--- src/sv/double_to_custom_float_defines.svh ---
// Assertion macros for the double to custom float converter
`ifndef DOUBLE_TO_CUSTOM_FLOAT_DEFINES_SVH
`define DOUBLE_TO_CUSTOM_FLOAT_DEFINES_SVH
`ifndef SYNTHESIS
`define DTCF_ASSERT_IMPL(label, clk, rst_n, ante, cons, msg) \
    label: assert property (@(posedge clk) disable iff (!rst_n) (ante) |-> (cons)) else $error(msg);
`define DTCF_ASSERT_NEXT(label, clk, rst_n, ante, cons, msg) \
    label: assert property (@(posedge clk) disable iff (!rst_n) (ante) |=> (cons)) else $error(msg);
`else
`define DTCF_ASSERT_IMPL(label, clk, rst_n, ante, cons, msg)
`define DTCF_ASSERT_NEXT(label, clk, rst_n, ante, cons, msg)
`endif
`endif

--- src/sv/dtcf_pkg.sv ---
`default_nettype none

package dtcf_pkg;

    localparam int DBL_BIAS = 1023;
    localparam int DBL_FRAC = 52;
    localparam int DBL_SIGN = 63;
    localparam int DBL_EXPW = 11;

    localparam int XW     = 14;
    localparam int EXPF_W = 62;
    localparam int FRAC_W = 61;

    typedef logic [5:0]            t_lzc_cnt;
    typedef logic signed [XW-1:0]  t_xs;

    typedef logic [1:0] t_cls;
    localparam t_cls CLS_ZERO = 2'd0;
    localparam t_cls CLS_SPEC = 2'd1;
    localparam t_cls CLS_FIN  = 2'd2;

    typedef logic [1:0] t_cfg_idx;
    localparam t_cfg_idx CFG_TOTAL_BITS = 2'd0;
    localparam t_cfg_idx CFG_EXP_BITS   = 2'd1;

endpackage

`default_nettype wire

--- src/sv/dtcf_lzc.sv ---
`default_nettype none

module dtcf_lzc (
    input  logic [dtcf_pkg::DBL_FRAC-1:0] i_vec,
    output dtcf_pkg::t_lzc_cnt            o_cnt
);
    import dtcf_pkg::*;

    // highest set bit wins
    always_comb begin
        o_cnt = '0;
        for (int i = 0; i < DBL_FRAC; i++) begin
            if (i_vec[i]) begin
                o_cnt = t_lzc_cnt'(DBL_FRAC - 1 - i);
            end
        end
    end

endmodule

`default_nettype wire

--- src/sv/double_to_custom_float.sv ---
// Channel  Handshake                 Beat
// input    i_valid / o_stall         i_double_bits
// output   o_valid / i_stall         o_custom_bits, o_format_error
// config   i_cfg_valid / o_cfg_ready i_cfg_index, i_cfg_data
//
// Four register stages: decode and leading-zero count, normalise and rebias,
// fraction shift and special cases, packing into the output register.
// One beat enters per cycle while o_stall is low.
// Synchronous reset clears the stage valid bits and sets the format to 32/8.
// A stage holds while its successor is full and stalled; o_stall rises only
// when all four stages are full and i_stall is high. o_cfg_ready is always high.
`default_nettype none
`include "double_to_custom_float_defines.svh"

module double_to_custom_float (
    input  logic                  i_clk,
    input  logic                  i_rst_n,
    input  logic                  i_valid,
    output logic                  o_stall,
    input  logic [63:0]           i_double_bits,
    output logic                  o_valid,
    input  logic                  i_stall,
    output logic [63:0]           o_custom_bits,
    output logic                  o_format_error,
    input  logic                  i_cfg_valid,
    output logic                  o_cfg_ready,
    input  dtcf_pkg::t_cfg_idx    i_cfg_index,
    input  logic [6:0]            i_cfg_data
);
    import dtcf_pkg::*;

    logic [6:0]  r_total_bits;
    logic [5:0]  r_exp_bits;

    logic [7:0]  w_diff;
    logic        w_fmt_err;
    logic [5:0]  w_fb;
    logic [63:0] w_bias64;
    logic [63:0] w_allones64;
    logic [63:0] w_frac_mask;
    logic        w_exp_small;
    t_xs         w_bias_s;

    logic r_vld_a, r_vld_b, r_vld_c, r_vld_d;
    logic en_a, en_b, en_c, en_d;

    // stage A
    logic [DBL_EXPW-1:0] w_e11;
    logic [DBL_FRAC-1:0] w_f52;
    logic                w_sub;
    t_lzc_cnt            w_lz;
    t_cls                w_cls;
    t_xs                 w_x;

    logic                r_sign_a;
    t_cls                r_cls_a;
    logic                r_nan_a;
    logic [DBL_FRAC:0]   r_mant_a;
    t_lzc_cnt            r_lz_a;
    t_xs                 r_x_a;

    // stage B
    logic [DBL_FRAC:0]   w_mn;
    logic                w_ovf, w_unf;
    t_xs                 w_t;
    logic [63:0]         w_expf_sum;

    logic                r_sign_b;
    t_cls                r_cls_b;
    logic                r_nan_b;
    logic                r_ovf_b;
    logic                r_unf_b;
    logic [DBL_FRAC:0]   r_mn_b;
    logic [EXPF_W-1:0]   r_expf_b;
    t_xs                 r_t_b;

    // stage C
    logic [DBL_FRAC:0]   w_val;
    t_xs                 w_sh;
    t_xs                 w_nsh;
    logic [63:0]         w_shifted;
    logic [63:0]         w_frac_full;
    logic [EXPF_W-1:0]   w_expf_c;
    logic [FRAC_W-1:0]   w_frac_c;

    logic                r_sign_c;
    logic [EXPF_W-1:0]   r_expf_c;
    logic [FRAC_W-1:0]   r_frac_c;

    // stage D
    logic [63:0]         w_word;
    logic [63:0]         r_custom_bits;
    logic                r_format_error;

    assign o_cfg_ready = 1'b1;

    always_ff @(posedge i_clk) begin
        if (!i_rst_n) begin
            r_total_bits <= 7'd32;
            r_exp_bits   <= 6'd8;
        end else if (i_cfg_valid && o_cfg_ready) begin
            case (i_cfg_index)
                CFG_TOTAL_BITS: r_total_bits <= i_cfg_data;
                CFG_EXP_BITS:   r_exp_bits   <= i_cfg_data[5:0];
                default: ;
            endcase
        end
    end

    always_comb begin
        w_diff      = {1'b0, r_total_bits} - {2'b00, r_exp_bits};
        w_fmt_err   = ($signed(w_diff) < 8'sd2) || (r_total_bits > 7'd64)
                      || (r_exp_bits < 6'd2);
        w_fb        = 6'(w_diff - 8'd1);
        w_bias64    = (64'd1 << (r_exp_bits - 6'd1)) - 64'd1;
        w_allones64 = (64'd1 << r_exp_bits) - 64'd1;
        w_frac_mask = (64'd1 << w_fb) - 64'd1;
        w_exp_small = r_exp_bits <= 6'(DBL_EXPW);
        w_bias_s    = t_xs'({1'b0, w_bias64[DBL_EXPW-1:0]});
    end

    assign en_d    = !r_vld_d || !i_stall;
    assign en_c    = !r_vld_c || en_d;
    assign en_b    = !r_vld_b || en_c;
    assign en_a    = !r_vld_a || en_b;
    assign o_stall = !en_a;

    always_ff @(posedge i_clk) begin
        if (!i_rst_n) begin
            r_vld_a <= 1'b0;
            r_vld_b <= 1'b0;
            r_vld_c <= 1'b0;
            r_vld_d <= 1'b0;
        end else begin
            if (en_a) begin
                r_vld_a <= i_valid;
            end
            if (en_b) begin
                r_vld_b <= r_vld_a;
            end
            if (en_c) begin
                r_vld_c <= r_vld_b;
            end
            if (en_d) begin
                r_vld_d <= r_vld_c;
            end
        end
    end

    // stage A: decode
    assign w_e11 = i_double_bits[DBL_FRAC +: DBL_EXPW];
    assign w_f52 = i_double_bits[DBL_FRAC-1:0];
    assign w_sub = (w_e11 == '0);

    dtcf_lzc u_lzc (
        .i_vec (w_f52),
        .o_cnt (w_lz)
    );

    always_comb begin
        if (w_sub && (w_f52 == '0)) begin
            w_cls = CLS_ZERO;
        end else if (w_e11 == '1) begin
            w_cls = CLS_SPEC;
        end else begin
            w_cls = CLS_FIN;
        end
        if (w_sub) begin
            w_x = t_xs'(-DBL_BIAS) - t_xs'(w_lz);
        end else begin
            w_x = t_xs'({1'b0, w_e11}) - t_xs'(DBL_BIAS);
        end
    end

    always_ff @(posedge i_clk) begin
        if (en_a) begin
            r_sign_a <= i_double_bits[DBL_SIGN];
            r_cls_a  <= w_cls;
            r_nan_a  <= (w_f52 != '0);
            r_mant_a <= {!w_sub, w_f52};
            r_lz_a   <= w_sub ? t_lzc_cnt'(w_lz + t_lzc_cnt'(1)) : '0;
            r_x_a    <= w_x;
        end
    end

    // stage B: normalise, range checks, rebias
    always_comb begin
        w_mn       = r_mant_a << r_lz_a;
        w_ovf      = w_exp_small && (r_x_a > w_bias_s);
        w_unf      = w_exp_small && (r_x_a < (t_xs'(1) - w_bias_s));
        w_t        = r_x_a - t_xs'(1) + w_bias_s + t_xs'(w_fb) - t_xs'(DBL_FRAC);
        w_expf_sum = 64'(r_x_a) + w_bias64;
    end

    always_ff @(posedge i_clk) begin
        if (en_b) begin
            r_sign_b <= r_sign_a;
            r_cls_b  <= r_cls_a;
            r_nan_b  <= r_nan_a;
            r_ovf_b  <= w_ovf;
            r_unf_b  <= w_unf;
            r_mn_b   <= w_mn;
            r_expf_b <= w_expf_sum[EXPF_W-1:0];
            r_t_b    <= w_t;
        end
    end

    // stage C: fraction alignment and special values
    always_comb begin
        w_val = r_unf_b ? r_mn_b : {1'b0, r_mn_b[DBL_FRAC-1:0]};
        w_sh  = r_unf_b ? r_t_b : (t_xs'(w_fb) - t_xs'(DBL_FRAC));
        w_nsh = -w_sh;
        if (w_sh >= 0) begin
            w_shifted = 64'(w_val) << w_sh[3:0];
        end else if (|w_nsh[XW-1:6]) begin
            w_shifted = '0;
        end else begin
            w_shifted = 64'(w_val) >> w_nsh[5:0];
        end
        w_frac_full = w_shifted & w_frac_mask;

        case (r_cls_b)
            CLS_ZERO: begin
                w_expf_c = '0;
                w_frac_c = '0;
            end
            CLS_SPEC: begin
                w_expf_c = w_allones64[EXPF_W-1:0];
                w_frac_c = FRAC_W'(r_nan_b);
            end
            CLS_FIN: begin
                if (r_ovf_b) begin
                    w_expf_c = w_allones64[EXPF_W-1:0];
                    w_frac_c = '0;
                end else if (r_unf_b) begin
                    w_expf_c = '0;
                    w_frac_c = w_frac_full[FRAC_W-1:0];
                end else begin
                    w_expf_c = r_expf_b;
                    w_frac_c = w_frac_full[FRAC_W-1:0];
                end
            end
            default: begin
                w_expf_c = '0;
                w_frac_c = '0;
            end
        endcase
    end

    always_ff @(posedge i_clk) begin
        if (en_c) begin
            r_sign_c <= r_sign_b;
            r_expf_c <= w_expf_c;
            r_frac_c <= w_frac_c;
        end
    end

    // stage D: pack
    assign w_word = (64'(r_sign_c) << (r_total_bits - 7'd1))
                  | (64'(r_expf_c) << w_fb)
                  | 64'(r_frac_c);

    always_ff @(posedge i_clk) begin
        if (en_d) begin
            r_custom_bits  <= w_fmt_err ? 64'd0 : w_word;
            r_format_error <= w_fmt_err;
        end
    end

    assign o_valid        = r_vld_d;
    assign o_custom_bits  = r_custom_bits;
    assign o_format_error = r_format_error;

    `DTCF_ASSERT_IMPL(a_err_zero, i_clk, i_rst_n, o_valid && o_format_error, o_custom_bits == 64'd0, "format error beat carries non-zero bits")
    `DTCF_ASSERT_IMPL(a_upper_zero, i_clk, i_rst_n, o_valid && !o_format_error, (o_custom_bits >> r_total_bits) == 64'd0, "bits set above the format width")
    `DTCF_ASSERT_IMPL(a_stall_full, i_clk, i_rst_n, o_stall, r_vld_a && r_vld_b && r_vld_c && r_vld_d, "stall raised with a free stage")
    `DTCF_ASSERT_NEXT(a_hold_b, i_clk, i_rst_n, r_vld_b && !en_b, r_vld_b && $stable(r_mn_b), "held stage lost its beat")

endmodule

`default_nettype wire

--- config.mk ---
export PLATFORM = sky130hd
export DESIGN_NAME = double_to_custom_float
export DESIGN_NICKNAME = d
export VERILOG_FILES = /design/src/sv/dtcf_pkg.sv /design/src/sv/dtcf_lzc.sv /design/src/sv/double_to_custom_float.sv
export VERILOG_INCLUDE_DIRS = /design/src /design/src/sv
export SDC_FILE = /design/constraint.sdc
export NUM_CORES = 2
export LEC_CHECK = 0
export BUFFER_PORTS_ARGS = -buffer_cell sky130_fd_sc_hd__buf_2
export CELL_PAD_IN_SITES_DETAIL_PLACEMENT = 1
export CELL_PAD_IN_SITES_GLOBAL_PLACEMENT = 1
export CORE_AREA = 4 4 270 272
export CTS_CLUSTER_SIZE = 8
export DETAILED_ROUTE_END_ITERATION = 16
export DIE_AREA = 0 0 274 276
export PLACE_DENSITY = 0.84
export SYNTH_ARGS = -nofsm -noshare
export SYNTH_HDL_FRONTEND = slang
export SYNTH_SLANG_ARGS = --single-unit
--- constraint.sdc ---
create_clock -name i_clk -period 9.7 [get_ports i_clk]
set_input_delay 1.94 -clock i_clk [delete_from_list [all_inputs] [get_ports i_clk]]
set_output_delay 1.94 -clock i_clk [all_outputs]
set_load 0.02 [all_outputs]
==> metrics.txt <==
# TYPE chip_impl_metric gauge
chip_impl_metric{name="numPortBuffers",unit=""} 144
chip_impl_metric{name="clock_sinks",unit=""} 416
chip_impl_info{name="synth_flop_cell",value="edfxtp_1"} 1
chip_impl_metric{name="hold_violations",unit=""} 0
chip_impl_metric{name="reg2reg_slack",unit="ns"} 2.38
chip_impl_info{name="timing.critical_path.max_delay_family",value="adder cells"} 1
chip_impl_metric{name="fp.dieArea",unit="um2"} 75600
chip_impl_metric{name="routed_wirelength",unit="um"} 157000
chip_impl_metric{name="cts.repair_timing.setup_buffer_count",unit=""} 0
chip_impl_metric{name="ioPinCount",unit=""} 146
chip_impl_metric{name="worstPathMaxFanout",unit=""} 69
chip_impl_metric{name="synth_edf_count",unit=""} 399
chip_impl_metric{name="required",unit="ns"} 10.06
chip_impl_metric{name="setup_viol",unit=""} 0
chip_impl_metric{name="hold_path_depth",unit=""} 0
chip_impl_info{name="clock_tree_from_tritoncts",value="yes"} 1
chip_impl_metric{name="ys.warnings.count",unit=""} 0
chip_impl_metric{name="netlist_area",unit="um2"} 37100
chip_impl_metric{name="grt_antenna_before_repair",unit=""} 9
chip_impl_metric{name="worst_clock_skew",unit="ns"} 0.0328
chip_impl_metric{name="drt_first_pass_iters",unit=""} 6
chip_impl_info{name="post_synth_most_frequent_cells",value="nand2_1 (663), nor2_1 (420), mux2i_1 (413)"} 1
chip_impl_metric{name="numCtsBuffers",unit=""} 59
chip_impl_metric{name="synthDominantCellAreaShare",unit=""} 0.323
chip_impl_metric{name="post_synth.cell_area_avg",unit="um2"} 8.64
chip_impl_metric{name="groute.usage.overall",unit=""} 0.400
chip_impl_metric{name="die_h",unit="um"} 276
chip_impl_info{name="rsz_0062_raised_after_global_routing",value="false"} 1
chip_impl_metric{name="detailedPlacementHpwl",unit="um"} 118000
chip_impl_info{name="r2r_end",value="r_t_b[13]"} 1
chip_impl_metric{name="postRouteAntennaNets",unit=""} 0
chip_impl_info{name="outcome",value="finished, final reports clean"} 1
chip_impl_info{name="critical_setup_path_class",value="register to register"} 1
chip_impl_metric{name="holdBufCountCts",unit=""} 0
chip_impl_metric{name="die_width",unit="um"} 274
chip_impl_metric{name="floorplan.initialDensity",unit=""} 0.525
chip_impl_metric{name="max_capacitance_violation_total",unit=""} 0
chip_impl_metric{name="clk_path_buf_depth",unit=""} 3
chip_impl_metric{name="totalNegativeSetupSlack",unit="ns"} 0
chip_impl_metric{name="syn_inst",unit=""} 4296
chip_impl_metric{name="cells_resized_by_post_cts_repair",unit=""} 0
chip_impl_metric{name="power.static_leakage",unit="uW"} 0.0167
chip_impl_metric{name="place_congestion",unit=""} 1.03
chip_impl_metric{name="crit_path_max_incr_delay",unit="ns"} 0.97
chip_impl_metric{name="part_of_the_yosys_area_used_for_sequential_elements",unit=""} 0.332
chip_impl_metric{name="worst_setup_hold_path_clk_slew",unit="ns"} 0.05
chip_impl_metric{name="fp-row-count",unit=""} 98
chip_impl_metric{name="timing.final.ws_setup",unit="ns"} 2.38
chip_impl_info{name="end_kind",value="register"} 1
chip_impl_metric{name="timing.final.crit_share",unit=""} 0.754
chip_impl_metric{name="gr-total-overflow",unit=""} 0
chip_impl_info{name="reg2reg_from",value="r_exp_bits[1]"} 1
chip_impl_metric{name="fin_nets",unit=""} 4504
chip_impl_metric{name="powerDensity",unit="nW/um2"} 258
chip_impl_metric{name="worstSkewPairLatency",unit="ns"} 0.63
chip_impl_metric{name="num_vias",unit=""} 36646
chip_impl_info{name="hold_path.startpoint",value="r_sign_a"} 1
chip_impl_metric{name="slew_viol_final",unit=""} 0
chip_impl_metric{name="avgRoutedWirePerCell",unit="um"} 29.9
chip_impl_metric{name="place_ws",unit="ns"} 2.69
chip_impl_metric{name="measured_slew_at_the_worst_slew_check_pin",unit="ns"} 1.32
chip_impl_info{name="netlist.top_cell.by_area",value="edfxtp_1"} 1
chip_impl_metric{name="irDropWorstVdd",unit="uV"} 182
chip_impl_metric{name="drtIter0Drc",unit=""} 5073
chip_impl_metric{name="grt_pass1_vias",unit=""} 35964
chip_impl_metric{name="post_synth_num_cell_types",unit=""} 99
chip_impl_metric{name="slew-limit-headroom",unit=""} 0.114
chip_impl_metric{name="worstPathArrival",unit="ns"} 7.68
chip_impl_metric{name="post-route-min-period",unit="ns"} 7.32
chip_impl_metric{name="synth-seq-cells",unit=""} 416
chip_impl_metric{name="final_layout_size_suffix_gt1_frac",unit=""} 0.107
chip_impl_metric{name="grt_first_pass_wirelength",unit="um"} 233000
chip_impl_metric{name="synth-async-reset-ratio",unit=""} 0
chip_impl_metric{name="cts.htree.levels",unit=""} 2
chip_impl_metric{name="area_growth",unit="%"} 8.46
chip_impl_metric{name="fmax",unit="GHz"} 0.137
chip_impl_metric{name="ff2ff_path_depth",unit=""} 21
chip_impl_info{name="root_buffer",value="clkbuf_16"} 1
chip_impl_metric{name="layout.filler_cells",unit=""} 8396
chip_impl_info{name="crit_chain",value="clkinv_1, fa_1, ha_2, buf_4, inv_1, ha_1, inv_1, fa_1, ha_1, inv_1, fa_1, nor2b_1, o21ai_0, a21boi_0, o21ai_0, a21boi_0, o21ai_0, nand2b_1, a21o_1, a21o_1, a31oi_1"} 1
chip_impl_info{name="slowest_stage",value="dfxtp_1"} 1
chip_impl_info{name="ranking_of_synthesized_cells_by_area",value="edfxtp_1 (32%), mux2i_1 (11%), nand2_1 (6.7%)"} 1
chip_impl_metric{name="post_drt_via_cell_ratio",unit=""} 6.96
chip_impl_info{name="critPathLaunchType",value="register"} 1
chip_impl_metric{name="design_power",unit="uW"} 10400
chip_impl_metric{name="syn-num-nets",unit=""} 4521
chip_impl_metric{name="critical_path.n_buffers_inverters",unit=""} 5
chip_impl_metric{name="grt_start_max_net_pins",unit=""} 81
chip_impl_metric{name="final_core_utilization",unit=""} 0.569
chip_impl_info{name="hold_path.class",value="register to register"} 1
chip_impl_info{name="hold-path-endpoint",value="r_sign_b"} 1
chip_impl_metric{name="core_region_area",unit="um2"} 70800
chip_impl_info{name="synthMostInstantiatedCell",value="nand2_1"} 1
chip_impl_metric{name="detail_route.drc_violations",unit=""} 0
## metrics by stage
stage / cells / instance area, um2 / hold WS, ns
after floorplan: 4296 / 37100 / 0.400
after global placement: 5168 / 38600 / 0.408
after detailed placement: 5168 / 38600 / 0.409
after CTS: 5261 / 40200 / 0.425
after global routing: 5265 / 40300 / 0.428
final: 5267 / 40300 / 0.421
## state kept, by name (all words and copies together) (netlist names), 6 cells and up
register / count
r_lz_a: 6
r_exp_bits: 6
r_expf_c: 62
r_t_b: 14
r_x_a: 12
r_mn_b: 53
r_mant_a: 53
r_frac_c: 61
r_total_bits: 7
r_expf_b: 62
o_custom_bits: 64
## cells by family (layout without fill, tap and decap cells)
family | after synthesis | count (layout) | share of synthesized area
adder cells (fa/ha/maj) | 147 | 147 | 0.0514
multiplexers | 510 | 510 | 0.162
other | 1 | 7 | 0.000101
flip-flops | 416 | 416 | 0.332
AND/OR/NAND/NOR | 1496 | 1496 | 0.175
XOR/XNOR | 136 | 136 | 0.0347
buffers and inverters | 409 | 424 | 0.0429
AO/OA/AOI/OAI | 1181 | 1181 | 0.202
## where the power goes
| part | internal [uW] | switching, uW | leakage, uW |
|---|---|---|---|
| clock network | 1130 | 809 | 0.000805 |
| logic | 1830 | 3850 | 0.0113 |
| registers | 2480 | 284 | 0.00457 |
## area by class of cell
type,instances,area [um2],area share
timing repair buffer,217,1270,0.0315
clock buffer,88,1630,0.0404
tap,950,1190,0.0295
antenna,6,15.0,0.000373
sequential,416,12300,0.306
clock inverter,5,38.8,0.000963
multi-input combinational,3471,23400,0.581
inverter,114,430,0.0107
## layer usage
layer | track usage | part of all wire | vias up
met2 | 0.615 | 0.44 | 2141
met5 | 0 | 0.00027 | -
met1 | 0.558 | 0.41 | 18127
met3 | 0.0621 | 0.093 | 430
met4 | 0.183 | 0.058 | 6
li1 | - | - | 15942
## worst max-delay path by stage
stage | start | to | slack (ns) | cells past startpoint
finish | r_exp_bits[1] | r_t_b[13] | 2.38 | 21
detailed placement | r_exp_bits[1] | r_t_b[13] | 2.69 | 21
global placement | r_exp_bits[2] | r_expf_b[58] | 2.98 | 20
CTS | r_exp_bits[1] | r_t_b[13] | 2.57 | 21
floorplan | i_stall | o_stall | 3.06 | 3
global route | r_exp_bits[1] | r_t_b[13] | 2.00 | 21
## cells in the final DEF (no fill, tap or decap), types with 25 or more instances in the layout
master / n
nand2_1: 661
nor2_1: 417
mux2i_1: 412
edfxtp_1: 399
a21oi_1: 349
o21ai_0: 293
buf_2: 144
ha_1: 135
inv_1: 104
nand3_1: 97
xnor2_1: 87
nor3_1: 79
buf_4: 73
mux4_2: 70
a31oi_1: 65
a221oi_1: 61
clkbuf_16: 60
a211oi_1: 57
a21o_1: 53
xor2_1: 38
and3_1: 35
nor2b_1: 34
o22ai_1: 32
nor4_1: 28
nand2b_1: 27
nand4_1: 27
o211ai_1: 26
o31ai_1: 26
clkbuf_1: 26
o21bai_1: 25
mux2_2: 25
(Power assumes the default switching activity.)
